[config.mk]
export PLATFORM = sky130hd
export DESIGN_NAME = iiea_cell
export DESIGN_NICKNAME = d
export VERILOG_FILES = /design/src/hdl/iiea_pkg.sv /design/src/hdl/iiea_cell.sv
export SDC_FILE = /design/constraint.sdc
export NUM_CORES = 1
export LEC_CHECK = 0
export BUFFER_PORTS_ARGS = -buffer_cell sky130_fd_sc_hd__buf_2
export CORE_MARGIN = 2
export CORE_UTILIZATION = 42
export CTS_BUF_LIST = sky130_fd_sc_hd__clkbuf_16
export DETAILED_ROUTE_END_ITERATION = 16
export GPL_TIMING_DRIVEN = 0
export PLACE_DENSITY = 0.87
export REMOVE_ABC_BUFFERS = 1
export SETUP_SLACK_MARGIN = 0.05
export SLEW_MARGIN = 20
export SYNTH_ARGS = -nofsm -noshare
export SYNTH_HDL_FRONTEND = slang
export SYNTH_SLANG_ARGS = --single-unit
export TNS_END_PERCENT = 50
[constraint.sdc]
create_clock -name clk -period 3.3 [get_ports clk]
set_input_delay 0.33 -clock clk [delete_from_list [all_inputs] [get_ports clk]]
set_output_delay 0.33 -clock clk [all_outputs]
set_load 0.02 [all_outputs]
[src/hdl/iiea_pkg.sv]
package iiea_pkg;

    localparam int DEPTH_DEF      = 64;
    localparam int WORD_WIDTH_DEF = 32;
    localparam int POS_W          = 6;

    typedef enum logic [1:0] {
        CMD_INSERT = 2'd0,
        CMD_ERASE  = 2'd1,
        CMD_GET    = 2'd2,
        CMD_SET    = 2'd3
    } cmd_t;

    typedef enum logic [1:0] {
        STATUS_DONE  = 2'd0,
        STATUS_RANGE = 2'd1,
        STATUS_FULL  = 2'd2
    } status_t;

    typedef enum logic [1:0] {
        OP_HOLD   = 2'd0,
        OP_INSERT = 2'd1,
        OP_SHIFT  = 2'd2,
        OP_WRITE  = 2'd3
    } cell_op_t;

    typedef struct packed {
        cmd_t               command;
        logic [POS_W-1:0]   position;
        logic signed [31:0] value;
        logic [6:0]         count;
        logic               run_last;
    } request_t;

    typedef struct packed {
        logic signed [31:0] read_value;
        logic [6:0]         entry_count;
        logic [7:0]         capacity_now;
        status_t            status;
    } result_t;

    typedef struct packed {
        cell_op_t         op;
        logic [POS_W-1:0] pos;
    } cell_ctrl_t;

endpackage

[src/hdl/iiea_cell.sv]
module iiea_cell #(
    parameter int INDEX      = 0,
    parameter int WORD_WIDTH = iiea_pkg::WORD_WIDTH_DEF
) (
    input  logic                   clk,
    input  iiea_pkg::cell_ctrl_t   ctrl,
    input  logic [WORD_WIDTH-1:0]  wdata,
    input  logic [WORD_WIDTH-1:0]  left_data,
    input  logic [WORD_WIDTH-1:0]  right_data,
    output logic [WORD_WIDTH-1:0]  data,
    output logic [WORD_WIDTH-1:0]  sel_data
);

    localparam logic [31:0] IDX = 32'(INDEX);

    logic [WORD_WIDTH-1:0] data_reg;
    logic [WORD_WIDTH-1:0] data_next;
    logic [31:0]           pos32;
    logic                  at_pos;
    logic                  above_pos;

    assign pos32     = 32'(ctrl.pos);
    assign at_pos    = (IDX == pos32);
    assign above_pos = (IDX > pos32);

    always_comb
    begin
        data_next = data_reg;
        unique case (ctrl.op)
            iiea_pkg::OP_HOLD:
            begin
                data_next = data_reg;
            end
            iiea_pkg::OP_INSERT:
            begin
                if (above_pos)
                begin
                    data_next = left_data;
                end
                else if (at_pos)
                begin
                    data_next = wdata;
                end
            end
            iiea_pkg::OP_SHIFT:
            begin
                if (above_pos || at_pos)
                begin
                    data_next = right_data;
                end
            end
            iiea_pkg::OP_WRITE:
            begin
                if (at_pos)
                begin
                    data_next = wdata;
                end
            end
            default:
            begin
                data_next = data_reg;
            end
        endcase
    end

    always_ff @(posedge clk)
    begin
        data_reg <= data_next;
    end

    assign data     = data_reg;
    assign sel_data = at_pos ? data_reg : '0;

endmodule

==> results.md, run 1 <==
* Final hold violations at 0
* IO Port Bufs at 136
* Average size of a mapped cell at 8.92 µm²
* Largest register FFs at 32
* Fraction of layout cells with a size suffix above 1 at 44.7%
* Netlist cell types at 18
* Simple-gate area share of the yosys netlist at 18.3%
* Num CTS Buffers at 5
* Die H at 73.1 µm
* Layout area overhead at 41.3%
* Mapped Area at 2010 µm²
* Max stage delay on crit path at 730 ps
* WL/cell at 15.0 µm
* Starting Density at 43.1%
* Worst Tran Pin Value at 843 ps
* Clk_skew at 0 ps
* Syn Inst Count at 225
* Leakage at 0.00139 µW
* Synth warn at 0
* Max VDD drop at 260 µV
* Ant diodes at 0
* H-tree levels at 2
* Buf+Inv Stages, Crit Path at 3
* 1st-pass router iterations at 4
* CTS hold repair buffers at 0
* Max FO, Critical Path at 32
* Sequential share of the synthesized area at 47.9%
* Die Area at 5350 µm²
* Status: complete, no violations
* Fin. max-slew vios at 0
* Setup bufs post-CTS at 0
* XOR/XNOR Fraction of Synth Area at 0%
* Slew HR at 43.8%
* Slowest CP cell: a31o_2
* Critical path class: in -> reg
* CP arrival at 2310 ps
* Crit. End Element: flip-flop
* Final critical-path required period at 2420 ps
* Unrepaired setup endpoints after global routing: false
* CTS resizes at 0
* Nets at 451
* Initial antenna violation count at 0
* Core Area at 4660 µm²
* Cell mode on critical path: buf_6
* Post-DP HPWL at 3980 µm
* Longest Clk Path Bufs at 2
* Initial drt markers at 174
* Vias in the first global route at 1965
* Dpl cell area at 2700 µm²
* CTS tree: yes
* Synth Area in Adders at 0%
* # IOs at 169
* Crit share post-route at 73.2%
* Setup tns final at 0 ps
* Multiplexer area fraction after synthesis at 0%
* Overall Global Routing Usage at 21.3%
* Fmax at 0.414 GHz
* DRC Markers at 0
* GRT overflow at 0
* Routed vias at 2276
* Required @ worst endpoint at 3190 ps
* First-pass GRT wire length at 9050 µm
* Root Driver: clkbuf_16
* Row cnt at 25
* Die span in x at 73.1 µm
* Setup violators final at 0
* Most common cell after layout, fill and taps aside: buf_2
* Largest net degree at the start of global routing at 36
* Synth Area in Compound Gates at 26.9%
* Max_cap viols at 0
* Clk slew on worst S/H paths at 50 ps
* Final Instance Area at 2840 µm²
* Startpoint type of the worst setup path: input pin
* Gpl congestion at 0.718
* Cell family with most CP delay: compound AO/OA/AOI/OAI gates
* Drt via density at 5.68
* CTS sink cnt at 32
* PwrDens at 413 nW/µm²
* WL final at 6010 µm
* Largest family of logic cells by synthesized area: compound AO/OA/AOI/OAI gates
* Register bit total from synthesis at 32
* Worst-path cell chain: buf_2, nor4_4, buf_6, buf_6, a31o_2
* Hold Path Class: in -> reg
* Clk_lat worst skew at 270 ps
* ANT nets after route at 0
==> cells in the mapped netlist (all sizes together) <==
cell | n | area share, %
o21ai | 32 | 8.5
and3 | 32 | 10
nor4 | 1 | 0.62
edfxtp | 32 | 48
or4 | 1 | 0.56
nor2 | 33 | 6.2
nor2b | 1 | 0.31
a21oi | 32 | 8.0
clkbuf | 14 | 2.6
or2 | 1 | 0.31
a31oi | 32 | 10
a31o | 1 | 0.44
nand2b | 1 | 0.31
buf | 12 | 4.3
==> layout make-up <==
cell class | count | area (µm²)
well taps | 54 | 67.6
flip-flops and latches | 32 | 961
fillers | 409 | 1820
multi-input cells | 167 | 933
clock inverters | 3 | 11.3
repair buffers | 140 | 738
clock buffers | 5 | 125
==> cell families after synthesis <==
kind of cell           after synthesis
and+or+nand+nor                     70
buffers and inverters               26
DFF                                 32
AOI/OAI and AO/OA                   97
==> path summary, 6_finish.rpt <==
check                startpoint                 end  slack [ps]  cells past startpoint
min reg2reg  data[17]$_DFFE_PP_  data[17]$_DFFE_PP_         650                      2
max                     ctrl[5]  data[31]$_DFFE_PP_         880                      5
min              right_data[17]  data[17]$_DFFE_PP_         380                      3
max reg2reg   data[1]$_DFFE_PP_   data[1]$_DFFE_PP_        2430                      2
==> stage by stage <==
step | hold slack (ps) | std cells | worst slack, ps | utilization (%) | power, µW
after global placement | 626 | 389 | -1850 | 56.1 | 740
after floorplan | 560 | 199 | -492 | - | 644
after detailed placement | 632 | 393 | 596 | 57.9 | 757
after CTS | 378 | 401 | 877 | 60.9 | 1180
final | 384 | 401 | 885 | 60.9 | 1170
after global routing | 394 | 401 | 777 | 60.9 | 1230
==> tightest hold or removal path, delay by kind of cell <==
kind / cells / cell delay [ps]
buffers and inverters: 1 / 70
and+or+nand+nor: 1 / 30
AOI/OAI and AO/OA: 1 / 100
==> layer usage <==
layer / vias up / share of wire, % / global-route usage, %
li1: 1096 / - / -
met1: 1086 / 43 / 26.4
met2: 94 / 52 / 38.8
met3: 0 / 5.2 / 3.31
met4: 0 / 0 / 4.53
met5: - / 0 / 0
==> power breakdown <==
part           total [µW]  switching [µW]  internal, µW  leakage (µW)
sequential            513            21.1           492      0.000308
clock                 421             150           271     0.0000738
combinational         237             144          92.1       0.00101
total                1170             316           855       0.00139
Power figures use the tool's default switching activity.
==> run 2: changes to the inputs <==
--- a/config.mk
+++ b/config.mk
@@ -7,11 +7,11 @@
 export LEC_CHECK = 0
 export BUFFER_PORTS_ARGS = -buffer_cell sky130_fd_sc_hd__buf_2
 export CORE_MARGIN = 2
-export CORE_UTILIZATION = 42
+export CORE_UTILIZATION = 39
 export CTS_BUF_LIST = sky130_fd_sc_hd__clkbuf_16
 export DETAILED_ROUTE_END_ITERATION = 16
 export GPL_TIMING_DRIVEN = 0
-export PLACE_DENSITY = 0.87
+export PLACE_DENSITY = 0.81
 export REMOVE_ABC_BUFFERS = 1
 export SETUP_SLACK_MARGIN = 0.05
 export SLEW_MARGIN = 20
==> constraint.sdc (replaced) <==
create_clock -name clk -period 2.4 [get_ports clk]
set_input_delay 0.24 -clock clk [delete_from_list [all_inputs] [get_ports clk]]
set_output_delay 0.24 -clock clk [all_outputs]
set_load 0.02 [all_outputs]
==> run 2 against run 1 <==
Against the previous run: register-to-register slack lost 890 ps; clock skew did not move; final area increased by 1.0%; global-route usage down 1.9 points; die area rose by 7.3%; clock power rose by 39%; power rose by 38%; hold slack got worse by 91 ps; wire length decreased by 0.33%; combinational power rose by 38%; first-iteration DRC count shrank 56%; utilization decreased by 4.0 points; critical endpoint is now sel_data[9].
==> results.md, run 2 (same netlist as run 1, synthesis figures left out) <==
* Worst Tran Pin Value at 801 ps (-41.9 ps)
* DRC Markers at 0 (unchanged)
* WL/cell at 14.4 µm (-4.2%)
* Status: complete, no violations
* Layout area overhead at 42.8%
* First-pass GRT wire length at 8520 µm (-5.8%)
* Pwr Total at 1620 µW (+38%)
* Max_cap viols at 0 (unchanged)
* Initial antenna violation count at 0 (unchanged)
* Slew HR at 46.2% (+2.4 points)
* PwrDens at 564 nW/µm² (+37%)
* Fin. max-slew vios at 0 (unchanged)
* Routed vias at 2240 (-1.6%)
* Die H at 75.7 µm (+3.6%)
* CTS sink cnt at 32 (unchanged)
* Overall Global Routing Usage at 19.4% (-1.9 points)
* CTS hold repair buffers at 0 (unchanged)
* Final hold violations at 0 (unchanged)
* Critical path class: in -> out
* Largest net degree at the start of global routing at 34 (-5.6%)
* Post-DP HPWL at 4010 µm (+0.89%)
* Fmax at 0.457 GHz
* Largest register FFs at 32 (unchanged)
* 1st-pass router iterations at 4 (unchanged)
* Most common cell after layout, fill and taps aside: buf_2
* Starting Density at 39.8% (-3.3 points)
* Fraction of layout cells with a size suffix above 1 at 44.7% (unchanged)
* CTS tree: yes
* Die Area at 5740 µm² (+7.3%)
* WL final at 5990 µm (-0.33%)
* Longest Clk Path Bufs at 2 (unchanged)
* Unrepaired setup endpoints after global routing: false
* Crit share post-route at 91.2%
* Num CTS Buffers at 5 (unchanged)
* Setup violators final at 0 (unchanged)
* Post-layout util at 56.8% (-4.0 points)
* Clk_lat worst skew at 270 ps (about the same)
* Initial drt markers at 76 (-56%)
* Leakage at 0.00139 µW (+0.21%)
* Worst hold margin at 293 ps (-90.8 ps)
* Setup WS post-layout at 210 ps (-675 ps)
* IO Port Bufs at 136 (unchanged)
* # IOs at 169 (unchanged)
* CP arrival at 1950 ps (-360 ps)
* Max VDD drop at 266 µV (+2.3%)
* Die span in x at 75.7 µm (+3.6%)
* Core Area at 5040 µm² (+8.2%)
* Clk_skew at 0 ps (unchanged)
* Vias in the first global route at 1924 (-2.1%)
* H-tree levels at 2 (unchanged)
* Setup bufs post-CTS at 0 (unchanged)
* Final critical-path required period at 2190 ps
* Root Driver: clkbuf_16
* Hold Path Class: in -> reg
* Ant diodes at 0 (unchanged)
* Required @ worst endpoint at 2160 ps (-1030 ps)
* Row cnt at 26 (+4.0%)
* Crit. End Element: output pin
* GRT overflow at 0 (unchanged)
* Startpoint type of the worst setup path: input pin
* ANT nets after route at 0 (unchanged)
* Setup tns final at 0 ps (unchanged)
* Nets at 451 (unchanged)
* Drt via density at 5.37 (-5.4%)
* Setup slack at placement at -201 ps (-797 ps)
* Gpl congestion at 0.742 (+3.4%)
* Clk slew on worst S/H paths at 50 ps (about the same)
* Max FO, Critical Path at 17 (-47%)
[run 2: cell count changes in the layout (fill, tap and decap cells not counted)]
cell,previous run,this run
a31o_4,0,1
a31o_2,1,0
[run 2: final timing paths]
kind,start,endpoint,slack [ps],depth (start not counted)
min,right_data[7],data[7]$_DFFE_PP_,290,3
max reg2reg,data[4]$_DFFE_PP_,data[4]$_DFFE_PP_,1540,2
min reg2reg,data[20]$_DFFE_PP_,data[20]$_DFFE_PP_,650,2
max,ctrl[5],sel_data[9],210,6
[run 2: final cells by class]
class                      instances  area [µm²]
timing repair buffer             140         738
sequential                        32         961
fill                             459        2180
tap                               70        87.6
multi-input combinational        167         942
clock buffer                       5         125
clock inverter                     3        11.3
[run 2: through the flow]
| step | area, µm² | instances |
|---|---|---|
| 2_1_floorplan | 1870 | 199 |
| 3_3_place_gp | 2640 | 405 |
| 3_5_place_dp | 2720 | 409 |
| 4_1_cts | 2860 | 417 |
| 5_1_grt | 2870 | 417 |
| 6_report | 2870 | 417 |
[run 2: repair_timing]
action	in CTS	in global routing
endpoints found under the hold margin	0	0
setup endpoints to repair	0	32
resized for setup	0	1
[run 2: routing by layer]
layer | GRT usage [%] | vias up | part of all wire [%]
li1 | - | 1095 | -
met4 | 7.99 | 0 | 0.97
met3 | 3.17 | 6 | 5.0
met5 | 0 | - | 0
met1 | 23.1 | 1053 | 42
met2 | 34.7 | 86 | 52
[run 2: worst max-delay path: stages]
cell and delay (ps):
buf_2 120, nor4_4 730, buf_4 360, buf_6 180, and3_1 150, buf_2 160
[run 2: power breakdown]
| part | leakage (µW) | total, µW | switching, µW | internal (µW) |
|---|---|---|---|---|
| Clock | 0.0000738 | 585 | 213 | 372 |
| Combinational | 0.00101 | 326 | 199 | 127 |
| Sequential | 0.000308 | 705 | 28.3 | 676 |
| Total | 0.00139 | 1620 | 440 | 1180 |
==> run 3: changes to the inputs <==
--- a/config.mk
+++ b/config.mk
@@ -7,11 +7,11 @@
 export LEC_CHECK = 0
 export BUFFER_PORTS_ARGS = -buffer_cell sky130_fd_sc_hd__buf_2
 export CORE_MARGIN = 2
-export CORE_UTILIZATION = 39
-export CTS_BUF_LIST = sky130_fd_sc_hd__clkbuf_16
+export CORE_UTILIZATION = 40
+export CTS_BUF_LIST = sky130_fd_sc_hd__clkbuf_2 sky130_fd_sc_hd__clkbuf_4 sky130_fd_sc_hd__clkbuf_8
 export DETAILED_ROUTE_END_ITERATION = 16
 export GPL_TIMING_DRIVEN = 0
-export PLACE_DENSITY = 0.81
+export PLACE_DENSITY = 0.83
 export REMOVE_ABC_BUFFERS = 1
 export SETUP_SLACK_MARGIN = 0.05
 export SLEW_MARGIN = 20
==> run 3 against run 2 <==
Against the previous run: global-route usage is 1.1 points higher; hold slack worse by 22 ps; flip-flop and latch count stayed put; largest cell class unchanged; critical endpoint is now data[26]$_DFFE_PP_; largest power group unchanged.
==> results.md, run 3 (same netlist as run 1, synthesis figures left out) <==
* Die Area at 5600 µm² (-2.4%)
* Largest register FFs at 32 (unchanged)
* Startpoint type of the worst setup path: input pin
* # IOs at 169 (unchanged)
* Longest Clk Path Bufs at 2 (unchanged)
* Final critical-path required period at 2080 ps (-109 ps)
* WL final at 5980 µm (-0.22%)
* GRT overflow at 0 (unchanged)
* Post-DP HPWL at 4060 µm (+1.1%)
* Slowest CP cell: a31o_2
* Ant diodes at 0 (unchanged)
* Slew HR at 43.4% (-2.8 points)
* Max_cap viols at 0 (unchanged)
* Fmax at 0.481 GHz (+5.2%)
* R2r endpoint: data[15]$_DFFE_PP_
* Required @ worst endpoint at 2310 ps (+150 ps)
* Hold Path Class: in -> reg
* Flop-to-flop setup slack at 1540 ps (about the same)
* Num CTS Buffers at 5 (unchanged)
* Fin. max-slew vios at 0 (unchanged)
* Setup violators final at 0 (unchanged)
* Unrepaired setup endpoints after global routing: false
* Most common cell after layout, fill and taps aside: buf_2
* Gpl congestion at 0.745 (+0.28%)
* Setup tns final at 0 ps (unchanged)
* Fraction of layout cells with a size suffix above 1 at 44.8% (+0.13 points)
* Crit. End Element: flip-flop
* Status: complete, no violations
* First-pass GRT wire length at 8890 µm (+4.4%)
* Final hold violations at 0 (unchanged)
* Initial drt markers at 122 (+61%)
* CTS resizes at 0 (unchanged)
* WL/cell at 14.5 µm (+0.75%)
* Crit path from: ctrl[5]
* IO Port Bufs at 136 (unchanged)
* PwrDens at 506 nW/µm² (-10%)
* Leakage at 0.00136 µW (-2.6%)
* Worst-path cell chain: buf_2, nor4_4, buf_6, a31o_2
* Root Driver: clkbuf_8
* Starting Density at 41.9% (+2.1 points)
* ANT nets after route at 0 (unchanged)
* CTS sink cnt at 32 (unchanged)
* CTS hold repair buffers at 0 (unchanged)
* H-tree levels at 2 (unchanged)
* Overall Global Routing Usage at 20.5% (+1.1 points)
* Initial antenna violation count at 0 (unchanged)
* Setup bufs post-CTS at 0 (unchanged)
* Max stage delay on crit path at 730 ps (about the same)
* Clk_lat worst skew at 280 ps (about the same)
* Routed vias at 2246 (+0.27%)
* Nets at 451 (unchanged)
* Critical path class: in -> reg
* Largest net degree at the start of global routing at 38 (+12%)
* Worst Tran Pin Value at 849 ps (+47.5 ps)
* Crit share post-route at 86.7% (-4.5 points)
* Pwr Total at 1420 µW (-12%)
* R2r startpoint: data[15]$_DFFE_PP_
* Worst r2r path cells at 2 (unchanged)
* Clk slew on worst S/H paths at 70 ps (+20 ps)
* Max VDD drop at 255 µV (-4.2%)
* Max FO, Critical Path at 32 (+15)
* Row cnt at 25 (-3.8%)
* Clk_skew at 0 ps (unchanged)
* Die span in x at 74.8 µm (-1.2%)
* Core Area at 4790 µm² (-5.1%)
* CTS tree: yes
* CP arrival at 1990 ps (+40 ps)
* Layout area overhead at 39.3%
* Drt via density at 5.44 (+1.2%)
* Die H at 74.8 µm (-1.2%)
* 1st-pass router iterations at 4 (unchanged)
* DRC Markers at 0 (unchanged)
* Capture point of the critical path: data[26]$_DFFE_PP_
* Vias in the first global route at 1931 (+0.36%)
==> run 3: cell types whose count changed in the layout (fill, tap and decap cells not counted) <==
cell / delta
inv_1: -2
a31o_4: -1
a31o_2: +1
clkinv_1: +1
buf_8: +1
clkbuf_8: +5
buf_6: -1
clkbuf_16: -5
==> run 3: cell type report <==
| type | instances | area (µm²) |
|---|---|---|
| clock buffers | 5 | 68.8 |
| clock inverters | 2 | 7.51 |
| fillers | 443 | 1990 |
| multi-input cells | 167 | 933 |
| flip-flops and latches | 32 | 961 |
| well taps | 67 | 83.8 |
| repair buffers | 140 | 742 |
==> run 3: metrics by stage <==
step | setup WS, ps | cell area [µm²] | utilization (%) | hold slack (ps) | std cells
3_5_place_dp | 8.07 | 2720 | 56.8 | 567 | 406
4_1_cts | 297 | 2800 | 58.4 | 267 | 413
6_report | 319 | 2800 | 58.4 | 271 | 413
5_1_grt | 187 | 2800 | 58.4 | 277 | 413
2_1_floorplan | -1300 | 1870 | - | 470 | 199
3_3_place_gp | -2810 | 2630 | 55.0 | 557 | 402
==> run 3: worst min-delay path by stage <==
stage	startpoint	end	slack, ps	cells after the start
global placement	right_data[14]	data[14]$_DFFE_PP_	560	3
floorplan	right_data[19]	data[19]$_DFFE_PP_	470	2
global route	right_data[2]	data[2]$_DFFE_PP_	280	3
CTS	right_data[11]	data[11]$_DFFE_PP_	270	3
detailed placement	right_data[27]	data[27]$_DFFE_PP_	570	3
finish	right_data[11]	data[11]$_DFFE_PP_	270	3
==> run 3: report_power, final <==
part | total [µW] | switching (µW) | internal [µW]
combinational | 324 | 197 | 127
clock | 387 | 196 | 191
sequential | 704 | 28.1 | 675
==> run 3: worst max-delay path: cells and delay by family <==
kind	cells	cell delay (ps)
compound gates	1	730
simple gates	1	600
buf+inv	2	390
==> run 3: routing by layer <==
metal	vias to the layer above	part of all wire [%]	global-route usage [%]
met5	-	0	0
met4	0	0.42	4.96
met3	4	5.6	4.15
met2	98	52	37.0
met1	1053	42	25.0
li1	1091	-	-
